### src/design/wsd_pkg.sv
package wsd_pkg;

	localparam int CAPACITY    = 256;
	localparam int HANDLE_BITS = 32;
	localparam int SLOT_W      = $clog2(CAPACITY);
	localparam int IDX_W       = SLOT_W + 1;
	localparam int WORD_BITS   = 32;
	localparam int RQ_DEPTH    = 4;
	localparam int RQ_PTR_W    = $clog2(RQ_DEPTH);
	localparam int RQ_LVL_W    = RQ_PTR_W + 1;

	typedef logic [HANDLE_BITS-1:0] handle_t;
	typedef logic [WORD_BITS-1:0]   word_t;
	typedef logic [SLOT_W-1:0]      slot_t;
	typedef logic [IDX_W-1:0]       idx_t;

	typedef enum logic [1:0] {
		REQ_PUSH  = 2'd0,
		REQ_POP   = 2'd1,
		REQ_STEAL = 2'd2
	} req_t;

	typedef enum logic [1:0] {
		ST_OK    = 2'd0,
		ST_FULL  = 2'd1,
		ST_EMPTY = 2'd2
	} status_t;

	// control handed from the front stage to the result queue
	typedef struct packed {
		logic    valid;
		status_t status;
		logic    rd;
	} front_to_back_t;

	typedef struct packed {
		status_t status;
		word_t   hnd;
	} result_t;

	function automatic handle_t to_slot(input word_t w);
		to_slot = handle_t'(w);
	endfunction

	function automatic word_t from_slot(input handle_t h);
		from_slot = word_t'(h);
	endfunction

endpackage

### src/design/wsd_front.sv
module wsd_front (
	input  logic                    clk,
	input  logic                    arst_n,
	input  logic                    in_valid,
	output logic                    in_stall,
	input  logic [1:0]              req_type,
	input  wsd_pkg::word_t          task_handle,
	input  logic                    room,
	output logic                    ram_we,
	output wsd_pkg::slot_t          ram_waddr,
	output wsd_pkg::handle_t        ram_wdata,
	output logic                    ram_re,
	output wsd_pkg::slot_t          ram_raddr,
	output wsd_pkg::front_to_back_t fb
);

	wsd_pkg::idx_t          top_q, bottom_q;
	wsd_pkg::idx_t          top_d, bottom_d;
	wsd_pkg::idx_t          count, bm1;
	logic                   accept;
	logic                   full, empty;
	logic                   rd;
	wsd_pkg::status_t       status;
	wsd_pkg::front_to_back_t fb_s1;

	assign accept   = in_valid & room;
	assign in_stall = ~room;
	assign count    = bottom_q - top_q;
	assign bm1      = bottom_q - wsd_pkg::idx_t'(1);
	assign full     = (count == wsd_pkg::idx_t'(wsd_pkg::CAPACITY));
	assign empty    = (count == '0);

	// classify the request and plan the index moves
	always_comb begin
		top_d     = top_q;
		bottom_d  = bottom_q;
		ram_we    = 1'b0;
		ram_re    = 1'b0;
		ram_waddr = bottom_q[wsd_pkg::SLOT_W-1:0];
		ram_raddr = top_q[wsd_pkg::SLOT_W-1:0];
		ram_wdata = wsd_pkg::to_slot(task_handle);
		rd        = 1'b0;
		status    = wsd_pkg::ST_EMPTY;
		unique case (req_type)
			wsd_pkg::REQ_PUSH: begin
				if (full) begin
					status = wsd_pkg::ST_FULL;
				end else begin
					status   = wsd_pkg::ST_OK;
					ram_we   = accept;
					bottom_d = bottom_q + wsd_pkg::idx_t'(1);
				end
			end
			wsd_pkg::REQ_POP: begin
				if (!empty) begin
					status    = wsd_pkg::ST_OK;
					rd        = 1'b1;
					ram_re    = accept;
					ram_raddr = bm1[wsd_pkg::SLOT_W-1:0];
					// last element goes by the top, bottom stays
					if (count == wsd_pkg::idx_t'(1)) begin
						top_d = top_q + wsd_pkg::idx_t'(1);
					end else begin
						bottom_d = bm1;
					end
				end
			end
			wsd_pkg::REQ_STEAL: begin
				if (!empty) begin
					status = wsd_pkg::ST_OK;
					rd     = 1'b1;
					ram_re = accept;
					top_d  = top_q + wsd_pkg::idx_t'(1);
				end
			end
			default: begin
				status = wsd_pkg::ST_EMPTY;
			end
		endcase
	end

	always_ff @(posedge clk or negedge arst_n) begin
		if (!arst_n) begin
			top_q    <= '0;
			bottom_q <= '0;
			fb_s1    <= '0;
		end else begin
			fb_s1.valid <= accept;
			if (accept) begin
				top_q        <= top_d;
				bottom_q     <= bottom_d;
				fb_s1.status <= status;
				fb_s1.rd     <= rd;
			end
		end
	end

	assign fb = fb_s1;

endmodule

### config.mk
export PLATFORM = sky130hd
export DESIGN_NAME = wsd_front
export DESIGN_NICKNAME = d
export VERILOG_FILES = /design/src/design/wsd_pkg.sv /design/src/design/wsd_front.sv
export SDC_FILE = /design/constraint.sdc
export NUM_CORES = 1
export LEC_CHECK = 0
export BUFFER_PORTS_ARGS = -buffer_cell sky130_fd_sc_hd__buf_2
export CAP_MARGIN = 20
export CORE_ASPECT_RATIO = 2
export CORE_MARGIN = 2
export CORE_UTILIZATION = 45
export CTS_CLUSTER_SIZE = 14
export DETAILED_ROUTE_END_ITERATION = 6
export PLACE_DENSITY = 0.73
export SETUP_SLACK_MARGIN = 0.4
export SLEW_MARGIN = 30
export SYNTH_ARGS = -nofsm -noshare
export SYNTH_HDL_FRONTEND = slang
export SYNTH_SLANG_ARGS = --single-unit
### constraint.sdc
create_clock -name clk -period 6.54 [get_ports clk]
set_input_delay 0.981 -clock clk [delete_from_list [all_inputs] [get_ports clk]]
set_output_delay 0.981 -clock clk [all_outputs]
set_load 0.01 [all_outputs]
==> run metrics <==
status complete, no violations; Min-Delay Endpoint top_q[3]; TNS Setup 0 ns; fin nets 290; I/O Buffers 28; clock root cell clkbuf_8; Area Growth Syn to Fin -2.12%; routability congestion estimate 0.882; Netlist Area Pre-Place 2190 sq um; R2R Setup Slk 3.36 ns; TritonCTS buffer count 3; IO Pins 93; FF-to-FF path depth 11; Setup Crit Path Kind flip-flop to output port; post-DR wirelength/cell 16.4 um; number of buffers and inverters on the critical path 2; Pwr per Cell Area 405 nW/um^2; clk sink count 22; First-pass DRT Iterations 4; Initial Utilization 47.1%; Post-synth ARST share 100%; # DRC 0; count leader, synth buf_4; Synth top area share 25.2%; final hold vios 0; Worst R2R Start bottom_q[0]; Max Clk Rate 221 MHz; Cells after Synth 249; total number of vias 1618; Netlist cell types 48; Crit-path slowest cell dfrtp_1; DRT Wirelength 4760 um; Slew @ Worst Pin 0.735 ns; synth cell count leaders buf_4 (41), dfrtp_1 (22), nor2_1 (18); RSZ-0062 raised after global routing no; synth warn 0; largest net degree at the start of global routing 23; crit start category flip-flop; final setup fails 0; core area 4640 sq um; Max transition margin 50.7%; critical path arrival 3.55 ns; vias per cell 5.58; Crit. End Element output port; Skew-Pair Late Insertion Delay 0.27 ns; VDD IR max 267 uV; post-CTS setup buffer count 0; cell taking the most area after synthesis dfrtp_1; post-DP HPWL 3720 um; initial antenna violation count 0; hold path startpoint top_q[3]; site row count 35; Final Slew Violations 0; post-route ant nets 0; number of global-route vias before repair 1606; register clock-pin slew on the reported worst setup and hold paths 0.09 ns; clock buffer depth 2; Hold Path Cell Cnt 1; MaxCap Viol Count 0; critical path fanouts, max 16; CP peak stage delay 0.46 ns; largest cells by area after synthesis dfrtp_1 (25%), buf_4 (14%), ha_1 (8.6%); gr ovfl total 0; Ant. Diodes 0; worst path required time 5.56 ns; RR Endpoint bottom_q[8]; P_leak 0.978 nW; post-CTS resize count 0; cts hold-fix bufs 0; H-tree level count 1; crit share post-route 69.3%; Total GRT Usage 19.1%; Final Instance Count excl. Fillers 290; Post-Syn Nets 303; die height 103 um; clk_skew 0.00408 ns; die extent in x 53.3 um; sequential area share after synthesis 25.2%; total die area 5470 sq um; drt initial violations 21; first-pass GRT wire length 7670 um; crit-path cells inv_1, ha_1, fa_1, nor2b_1, o31a_1, a22oi_1, a211oi_2, o2111ai_4, nand2_1, nor2_1, a21oi_1, buf_2; CTS tree yes; worst hold-check path type flip-flop to flip-flop; synthesized area per cell 8.78 sq um; register bit count reported by yosys 22; share of layout cells above drive strength 1 21.3%; dpl cells 286; EDFF count, synth 0; most used flip-flop cell after synthesis dfrtp_1; CP top delay family compound AO/OA/AOI/OAI gates; fin crit period 4.53 ns
## final cells by class
class,instances,area [sq um]
clock buffer,3,41.3
clock inverter,1,30.0
fill,471,2500
inverter,15,56.3
multi-input combinational,166,1250
sequential,22,551
tap,55,68.8
timing repair buffer,28,140
## placed cells by master (no fill, tap or decap), types with 4 or more instances in the layout
master   count
buf_2       28
o21ai_0      7
xor2_1      12
or3_1        6
nor3_1      15
o21a_1       4
xnor2_1     15
a21oi_1     11
mux2_2       4
nand3_1      6
ha_1        15
nand2_1     13
inv_1       15
dfrtp_1     22
nor2_1      18
## worst register-to-register path: stages (launching register included)
cell and delay [ns]:
dfrtp_1 0.46, inv_1 0.12, ha_1 0.28, fa_1 0.43, nor2b_1 0.16, o31a_1 0.21, o221a_2 0.27, nor2_1 0.06
or3_1 0.36, a31oi_4 0.36, nor3_1 0.17, xor2_1 0.19
## registers in the layout (all words and copies together), names as in the netlist
| name | cells |
|---|---|
| bottom_q | 9 |
| fb | 4 |
| top_q | 9 |
## worst max-delay path by stage
stage	startpoint	endpoint	slack, ns	cells after the start
floorplan	bottom_q[0]	ram_raddr[0]	2.86	11
global placement	bottom_q[0]	ram_raddr[4]	2.44	12
detailed placement	bottom_q[0]	ram_raddr[7]	2.40	12
CTS	bottom_q[0]	ram_raddr[7]	2.04	12
global route	bottom_q[0]	ram_raddr[3]	1.74	12
finish	bottom_q[0]	ram_raddr[4]	2.01	12
## cells by family (layout without fill, tap and decap cells)
| logic type | count (synthesis) | in the layout | synth area share [%] |
|---|---|---|---|
| AO/OA/AOI/OAI | 40 | 40 | 14.0 |
| XOR/XNOR | 27 | 27 | 10.8 |
| adder cells (fa/ha/maj) | 16 | 16 | 9.50 |
| buffers and inverters | 61 | 47 | 17.5 |
| flip-flops | 22 | 22 | 25.2 |
| multiplexers | 6 | 6 | 2.97 |
| AND/OR/NAND/NOR | 77 | 77 | 20.0 |
## routing by layer
metal	global-route usage [%]	up-vias	wire length, um
li1	-	785	-
met1	21.1	748	1690
met2	31.7	59	2510
met3	1.88	26	225
met4	15.4	0	321
met5	0	-	0
## where the power goes
group	leakage, nW	internal, mW	switching (mW)
sequential	0.275	0.174	0.0754
clock	0.0357	0.0819	0.0497
combinational	0.667	0.215	0.271
total	0.978	0.470	0.396
## through the flow
stage	area (sq um)	power [mW]	hold WS (ns)	util (%)	setup WS [ns]
final	2140	0.866	0.473	46.1	2.01
after global routing	2140	0.935	0.500	46.1	1.74
after CTS	2140	0.871	0.481	46.1	2.04
after detailed placement	2070	0.732	0.462	44.6	2.40
after global placement	2070	0.723	0.458	44.6	2.44
after floorplan	2190	0.656	0.446	-	2.86
Note: power is estimated with default switching activity, not from simulation.
