## src/design/wsd_pkg.sv

```systemverilog
package wsd_pkg;

	localparam int CAPACITY    = 256;
	localparam int HANDLE_BITS = 32;
	localparam int SLOT_W      = $clog2(CAPACITY);
	localparam int IDX_W       = SLOT_W + 1;
	localparam int WORD_BITS   = 32;
	localparam int RQ_DEPTH    = 4;
	localparam int RQ_PTR_W    = $clog2(RQ_DEPTH);
	localparam int RQ_LVL_W    = RQ_PTR_W + 1;

	typedef logic [HANDLE_BITS-1:0] handle_t;
	typedef logic [WORD_BITS-1:0]   word_t;
	typedef logic [SLOT_W-1:0]      slot_t;
	typedef logic [IDX_W-1:0]       idx_t;

	typedef enum logic [1:0] {
		REQ_PUSH  = 2'd0,
		REQ_POP   = 2'd1,
		REQ_STEAL = 2'd2
	} req_t;

	typedef enum logic [1:0] {
		ST_OK    = 2'd0,
		ST_FULL  = 2'd1,
		ST_EMPTY = 2'd2
	} status_t;

	// control handed from the front stage to the result queue
	typedef struct packed {
		logic    valid;
		status_t status;
		logic    rd;
	} front_to_back_t;

	typedef struct packed {
		status_t status;
		word_t   hnd;
	} result_t;

	function automatic handle_t to_slot(input word_t w);
		to_slot = handle_t'(w);
	endfunction

	function automatic word_t from_slot(input handle_t h);
		from_slot = word_t'(h);
	endfunction

endpackage

```

## src/design/wsd_back.sv

```systemverilog
module wsd_back (
	input  logic                    clk,
	input  logic                    arst_n,
	input  wsd_pkg::front_to_back_t fb,
	input  wsd_pkg::handle_t        ram_rdata,
	output logic                    room,
	output logic                    out_valid,
	input  logic                    out_stall,
	output logic [1:0]              status,
	output wsd_pkg::word_t          task_out
);

	wsd_pkg::result_t                entry_q [wsd_pkg::RQ_DEPTH];
	logic [wsd_pkg::RQ_PTR_W-1:0]    wr_ptr_q, rd_ptr_q;
	logic [wsd_pkg::RQ_LVL_W-1:0]    level_q;
	logic [wsd_pkg::RQ_LVL_W-1:0]    pending;
	logic                            deq;
	wsd_pkg::result_t                head;

	// count the word still in the front stage so it always finds a place
	assign pending   = level_q + wsd_pkg::RQ_LVL_W'(fb.valid);
	assign room      = (pending < wsd_pkg::RQ_LVL_W'(wsd_pkg::RQ_DEPTH));
	assign out_valid = (level_q != '0);
	assign deq       = out_valid & ~out_stall;
	assign head      = entry_q[rd_ptr_q];
	assign status    = head.status;
	assign task_out  = head.hnd;

	always_ff @(posedge clk) begin
		if (fb.valid) begin
			entry_q[wr_ptr_q].status <= fb.status;
			entry_q[wr_ptr_q].hnd    <= fb.rd ? wsd_pkg::from_slot(ram_rdata) : '0;
		end
	end

	always_ff @(posedge clk or negedge arst_n) begin
		if (!arst_n) begin
			wr_ptr_q <= '0;
			rd_ptr_q <= '0;
			level_q  <= '0;
		end else begin
			if (fb.valid) begin
				wr_ptr_q <= wr_ptr_q + wsd_pkg::RQ_PTR_W'(1);
			end
			if (deq) begin
				rd_ptr_q <= rd_ptr_q + wsd_pkg::RQ_PTR_W'(1);
			end
			level_q <= level_q + wsd_pkg::RQ_LVL_W'(fb.valid)
				- wsd_pkg::RQ_LVL_W'(deq);
		end
	end

endmodule

```

## config.mk

```make
export PLATFORM = sky130hd
export DESIGN_NAME = wsd_back
export DESIGN_NICKNAME = d
export VERILOG_FILES = /design/src/design/wsd_pkg.sv /design/src/design/wsd_back.sv
export SDC_FILE = /design/constraint.sdc
export NUM_CORES = 1
export LEC_CHECK = 0
export BUFFER_PORTS_ARGS = -buffer_cell sky130_fd_sc_hd__buf_2
export CAP_MARGIN = 10
export CORE_UTILIZATION = 51
export CTS_CLUSTER_DIAMETER = 100
export DETAILED_ROUTE_END_ITERATION = 12
export GPL_ROUTABILITY_DRIVEN = 0
export PLACE_DENSITY_LB_ADDON = 0.25
export RECOVER_POWER = 25
export SLEW_MARGIN = 15
export SYNTH_ARGS = -nofsm -noshare
export SYNTH_HDL_FRONTEND = slang
export SYNTH_SLANG_ARGS = --single-unit
```

## constraint.sdc

```tcl
create_clock -name clk -period 1.7 [get_ports clk]
set_clock_uncertainty 0.05 [all_clocks]
set_input_delay 0.255 -clock clk [delete_from_list [all_inputs] [get_ports clk]]
set_output_delay 0.255 -clock clk [all_outputs]
set_load 0.01 [all_outputs]
```

==> impl_results.html <==
<table>
<tr><th>Metric</th><th>Value</th></tr>
<tr><th colspan="2">Clock network</th></tr>
<tr><td>Root buf cell</td><td>clkbuf_8</td></tr>
<tr><td>Clk sink count</td><td>about 140</td></tr>
<tr><td>Clock buffer count from CTS</td><td>17</td></tr>
<tr><td>CTS clock-pin slew for the worst setup and hold paths</td><td>0.06 ns</td></tr>
<tr><td>Maximum count of clock buffers along a single path</td><td>2</td></tr>
<tr><td>Number of H-tree branching levels</td><td>4</td></tr>
<tr><td>Insertion delay of the later-clocked pin in the worst-skew pair</td><td>approximately 0.50 ns</td></tr>
<tr><td>Clock tree from TritonCTS</td><td>built</td></tr>
<tr><th colspan="2">Critical path</th></tr>
<tr><td>Worst setup path category</td><td>reg -&gt; out</td></tr>
<tr><td>Register-to-register path setup slack</td><td>approximately 0.18 ns</td></tr>
<tr><td>Launching point of the worst reg2reg path</td><td>wr_ptr_q[0]</td></tr>
<tr><td>Critical path, cell by cell</td><td>buf_12 -&gt; buf_12 -&gt; mux4_2 -&gt; buf_6</td></tr>
<tr><td>Slowest cell delay on critical path</td><td>between 0.5 and 0.6 ns</td></tr>
<tr><td>R2r worst-path depth</td><td>4</td></tr>
<tr><td>Worst Path Max Fanout</td><td>7</td></tr>
<tr><td>Kind of cell adding the most delay to the critical path</td><td>multiplexers</td></tr>
<tr><td>Worst path slowest cell</td><td>mux4_2</td></tr>
<tr><td>Critical path data arrival time</td><td>approximately 1.9 ns</td></tr>
<tr><td>Reg-to-Reg End</td><td>entry_q[0][9]</td></tr>
<tr><td>Worst Path Required</td><td>between 1 and 1.5 ns</td></tr>
<tr><td>Critical path launch point type</td><td>flip-flop</td></tr>
<tr><td>Type of destination of the critical path</td><td>output port</td></tr>
<tr><td>CP bufs+invs</td><td>3</td></tr>
<tr><td>Most common cell on crit path</td><td>buf_12</td></tr>
<tr><th colspan="2">Logic synthesis</th></tr>
<tr><td>Xor and xnor fraction of the mapped netlist area</td><td>0.786%</td></tr>
<tr><td>Register area share after synthesis</td><td>76.5%</td></tr>
<tr><td>Number of enable-type register cells in the synthesized netlist</td><td>between 100 and 150</td></tr>
<tr><td>Area fraction in and, or, nand and nor cells after synthesis</td><td>between 4 and 5%</td></tr>
<tr><td>Dominant synthesized flop cell</td><td>edfxtp_1</td></tr>
<tr><td>Synthesized cell area</td><td>~5600 µm²</td></tr>
<tr><td>Mean Syn Cell Area</td><td>22.4 µm²</td></tr>
<tr><td>Compound-cell area share of the yosys netlist</td><td>0.0898%</td></tr>
<tr><td>Multiplexer share of the synthesized area</td><td>approximately 14%</td></tr>
<tr><td>Synth warn</td><td>0</td></tr>
<tr><td>Synthesis-stage register bit count</td><td>143</td></tr>
<tr><td>Async SR Flop Fraction</td><td>4.90%</td></tr>
<tr><td>Number of unique standard cell types used by synthesis</td><td>18</td></tr>
<tr><td>Dominant combinational cell family by area after synthesis</td><td>multiplexers</td></tr>
<tr><td>Adder and majority cell fraction of the synthesized area</td><td>under 10%</td></tr>
<tr><td>Synthesized netlist net count</td><td>296</td></tr>
<tr><td>Cell count after synthesis</td><td>approximately 250</td></tr>
<tr><th colspan="2">Global routing</th></tr>
<tr><td>GRT Total Usage</td><td>~20%</td></tr>
<tr><td>GRT overflow</td><td>0</td></tr>
<tr><td>Largest net degree at the start of global routing</td><td>33</td></tr>
<tr><td>Antenna violations before repair</td><td>0</td></tr>
<tr><td>Number of global-route vias before repair</td><td>3000</td></tr>
<tr><td>Global-route wire length before repair</td><td>roughly 16000 µm</td></tr>
<tr><th colspan="2">Place</th></tr>
<tr><td>Number of input and output port buffers inserted</td><td>74</td></tr>
<tr><td>Number of placed instances with taps included</td><td>about 460</td></tr>
<tr><td>Estimated wirelength of the detail-placed design</td><td>5950 µm</td></tr>
<tr><td>Placed standard-cell area</td><td>a little over 6000 µm²</td></tr>
<tr><th colspan="2">Route</th></tr>
<tr><td>DRC marker count from the first detailed-route iteration</td><td>~140</td></tr>
<tr><td>Routed wire per std cell</td><td>a little under 20 µm</td></tr>
<tr><td>DR vias</td><td>between 2000 and 3000</td></tr>
<tr><td>Mean number of vias per cell</td><td>about 5.4</td></tr>
<tr><td>Antenna-violating nets left</td><td>0</td></tr>
<tr><td>DRT Pass-1 Iters</td><td>5</td></tr>
<tr><td>Remaining design rule violation count</td><td>0</td></tr>
<tr><td>Final routed wirelength across all metal layers</td><td>around 10000 µm</td></tr>
<tr><th colspan="2">Floorplan</th></tr>
<tr><td>Die Y</td><td>~110 µm</td></tr>
<tr><td>Width of the chip</td><td>107 µm</td></tr>
<tr><td>Initial Utilization</td><td>between 50 and 60%</td></tr>
<tr><td>Core Region</td><td>roughly 10000 µm²</td></tr>
<tr><td>IO Pins</td><td>75</td></tr>
<tr><td>Core Rows</td><td>37</td></tr>
<tr><td>Area of the die</td><td>around 11000 µm²</td></tr>
<tr><th colspan="2">Min path</th></tr>
<tr><td>Depth of the worst hold-timing path</td><td>2</td></tr>
<tr><td>Worst Hold Class</td><td>in -&gt; reg</td></tr>
<tr><td>Worst Hold Launch</td><td>ram_rdata[26]</td></tr>
<tr><td>Hold Path Sink</td><td>entry_q[2][26]</td></tr>
<tr><th colspan="2">Finish</th></tr>
<tr><td>Synthesis-to-finish area growth</td><td>28.0%</td></tr>
<tr><td>ANT cells</td><td>0</td></tr>
<tr><td>Nets</td><td>a little over 400</td></tr>
<tr><td>Most used cells in the layout excluding fill and tap cells</td><td>edfxtp_1, buf_2, mux4_2, buf_6, and2_1</td></tr>
<tr><td>Final non-filler cell total</td><td>508</td></tr>
<tr><td>Final design instance area without fill</td><td>just over 7000 µm²</td></tr>
<tr><td>Layout cells sized above 1</td><td>about 44%</td></tr>
<tr><td>Leading cell type in the layout, fill and taps excluded</td><td>edfxtp_1</td></tr>
<tr><th colspan="2">Timing</th></tr>
<tr><td>Number of setup violations in the final report</td><td>35</td></tr>
<tr><td>Share of the cycle needed by the critical path after routing</td><td>128%</td></tr>
<tr><td>Worst Setup Slack, final</td><td>-0.470 ns</td></tr>
<tr><td>Crit path time final</td><td>~2.2 ns</td></tr>
<tr><td>Pin slew with the least headroom to its limit</td><td>1.49 ns</td></tr>
<tr><td>Number of pins with negative max-slew slack in the final report</td><td>0</td></tr>
<tr><td>Relative slew slack</td><td>less than 1%</td></tr>
<tr><td>Fmax achieved</td><td>between 400 and 500 MHz</td></tr>
<tr><td>Hold Vio Cnt, Final</td><td>0</td></tr>
<tr><td>Setup repair after global routing missed its margin</td><td>true</td></tr>
<tr><th colspan="2">Power</th></tr>
<tr><td>VDD IR max</td><td>around 1200 µV</td></tr>
<tr><td>Ratio of total power to cell area</td><td>approximately 1800 nW/µm²</td></tr>
<tr><td>Cell leakage power</td><td>2.58 nW</td></tr>
<tr><th colspan="2">Run</th></tr>
<tr><td>Max_cap viols</td><td>1</td></tr>
<tr><th colspan="2">Outcome</th></tr>
<tr><td>Outcome</td><td>finished with violations</td></tr>
<tr><td>Violations in the final reports</td><td>max-capacitance violations, negative setup slack</td></tr>
</table>
power by group:
| group | switching (mW) | total (mW) | leakage [nW] | internal, mW |
|---|---|---|---|---|
| combinational | 1.92 | 4.50 | 0.973 | 2.59 |
| clock | 1.26 | 3.31 | 0.258 | 2.05 |
| sequential | 0.267 | 4.92 | 1.35 | 4.65 |
| total | 3.44 | 12.7 | 2.58 | 9.29 |
layer usage:
metal | GRT usage (%) | vias up | part of all wire (%) | wire [µm]
met1 | 25.6 | 1424 | 41 | 4100
met4 | 8.61 | 0 | 1.3 | 128
met2 | 33.0 | 87 | 53 | 5320
met3 | 4.54 | 10 | 4.4 | 435
li1 | - | 1220 | - | -
met5 | 0 | - | 0 | 0
stage by stage:
step | worst slack (ns) | power, mW | util, % | TNS, ns | hold WS [ns]
finish | -0.470 | 12.7 | 68.2 | -14.53 | 0.0588
detailed placement | 0.0463 | 8.45 | 59.6 | 0 | 0.0553
global route | -0.531 | 13.4 | 68.2 | -17.21 | 0.0695
global placement | 0.0607 | 8.36 | 59.6 | 0 | 0.0510
CTS | -0.505 | 12.6 | 67.5 | -15.95 | 0.0347
floorplan | 0.161 | 7.12 | - | 0 | -0.0906
sequential cells by signal, summed over array words and instances, names as in the netlist:
signal / count
rd_ptr_q: 2
entry_q: 136
wr_ptr_q: 2
level_q: 3
layout make-up:
| type | count | area [µm²] |
|---|---|---|
| multi-input cells | 88 | 1210 |
| flip-flops and latches | 143 | 4260 |
| inverters | 7 | 26.3 |
| clock buffers | 21 | 429 |
| fillers | 710 | 3330 |
| repair buffers | 104 | 937 |
| clock inverters | 9 | 95.1 |
| well taps | 136 | 170 |
worst reg2reg max path, cell delays in order (launching register included):
cell     delay, ns
dfrtp_1       0.42
inv_1         0.10
ha_1          0.14
and2_2        0.29
buf_4         0.23
cell families (layout without fill, tap and decap cells):
kind of cell,Yosys count,count (layout)
xor gates and xnor gates,5,5
muxes,34,34
buffers and inverters,18,141
adders and majority gates,8,8
and+or+nand+nor,40,40
DFF,143,143
AOI/OAI and AO/OA,1,1
timing repair:
action,CTS,global route
endpoints found under the setup margin,36,36
cloned,3,0
hold endpoints to repair,18,0
hold buffers,6,0
gates resized for setup,32,15
buffers inserted,6,1
pin swaps,2,1
synth_stat cells, types with 2 or more instances:
| cell type | n | share of area [%] |
|---|---|---|
| and2_1 | 36 | 4.0 |
| buf_12 | 3 | 1.1 |
| buf_2 | 4 | 0.36 |
| clkbuf_1 | 3 | 0.20 |
| dfrtp_1 | 7 | 3.1 |
| edfxtp_1 | 136 | 73 |
| ha_1 | 8 | 1.8 |
| inv_1 | 7 | 0.47 |
| mux4_1 | 6 | 2.8 |
| mux4_2 | 28 | 11 |
| xnor2_1 | 2 | 0.31 |
| xor2_1 | 3 | 0.47 |
worst max-delay path by stage:
stage	start	endpoint	cells past startpoint
floorplan	wr_ptr_q[0]	entry_q[2][0]	3
global placement	rd_ptr_q[0]	task_out[29]	3
detailed placement	rd_ptr_q[0]	task_out[29]	3
CTS	rd_ptr_q[0]	task_out[9]	4
global route	rd_ptr_q[0]	task_out[0]	4
finish	rd_ptr_q[0]	task_out[15]	4
Note: power is estimated with default switching activity, not from simulation.
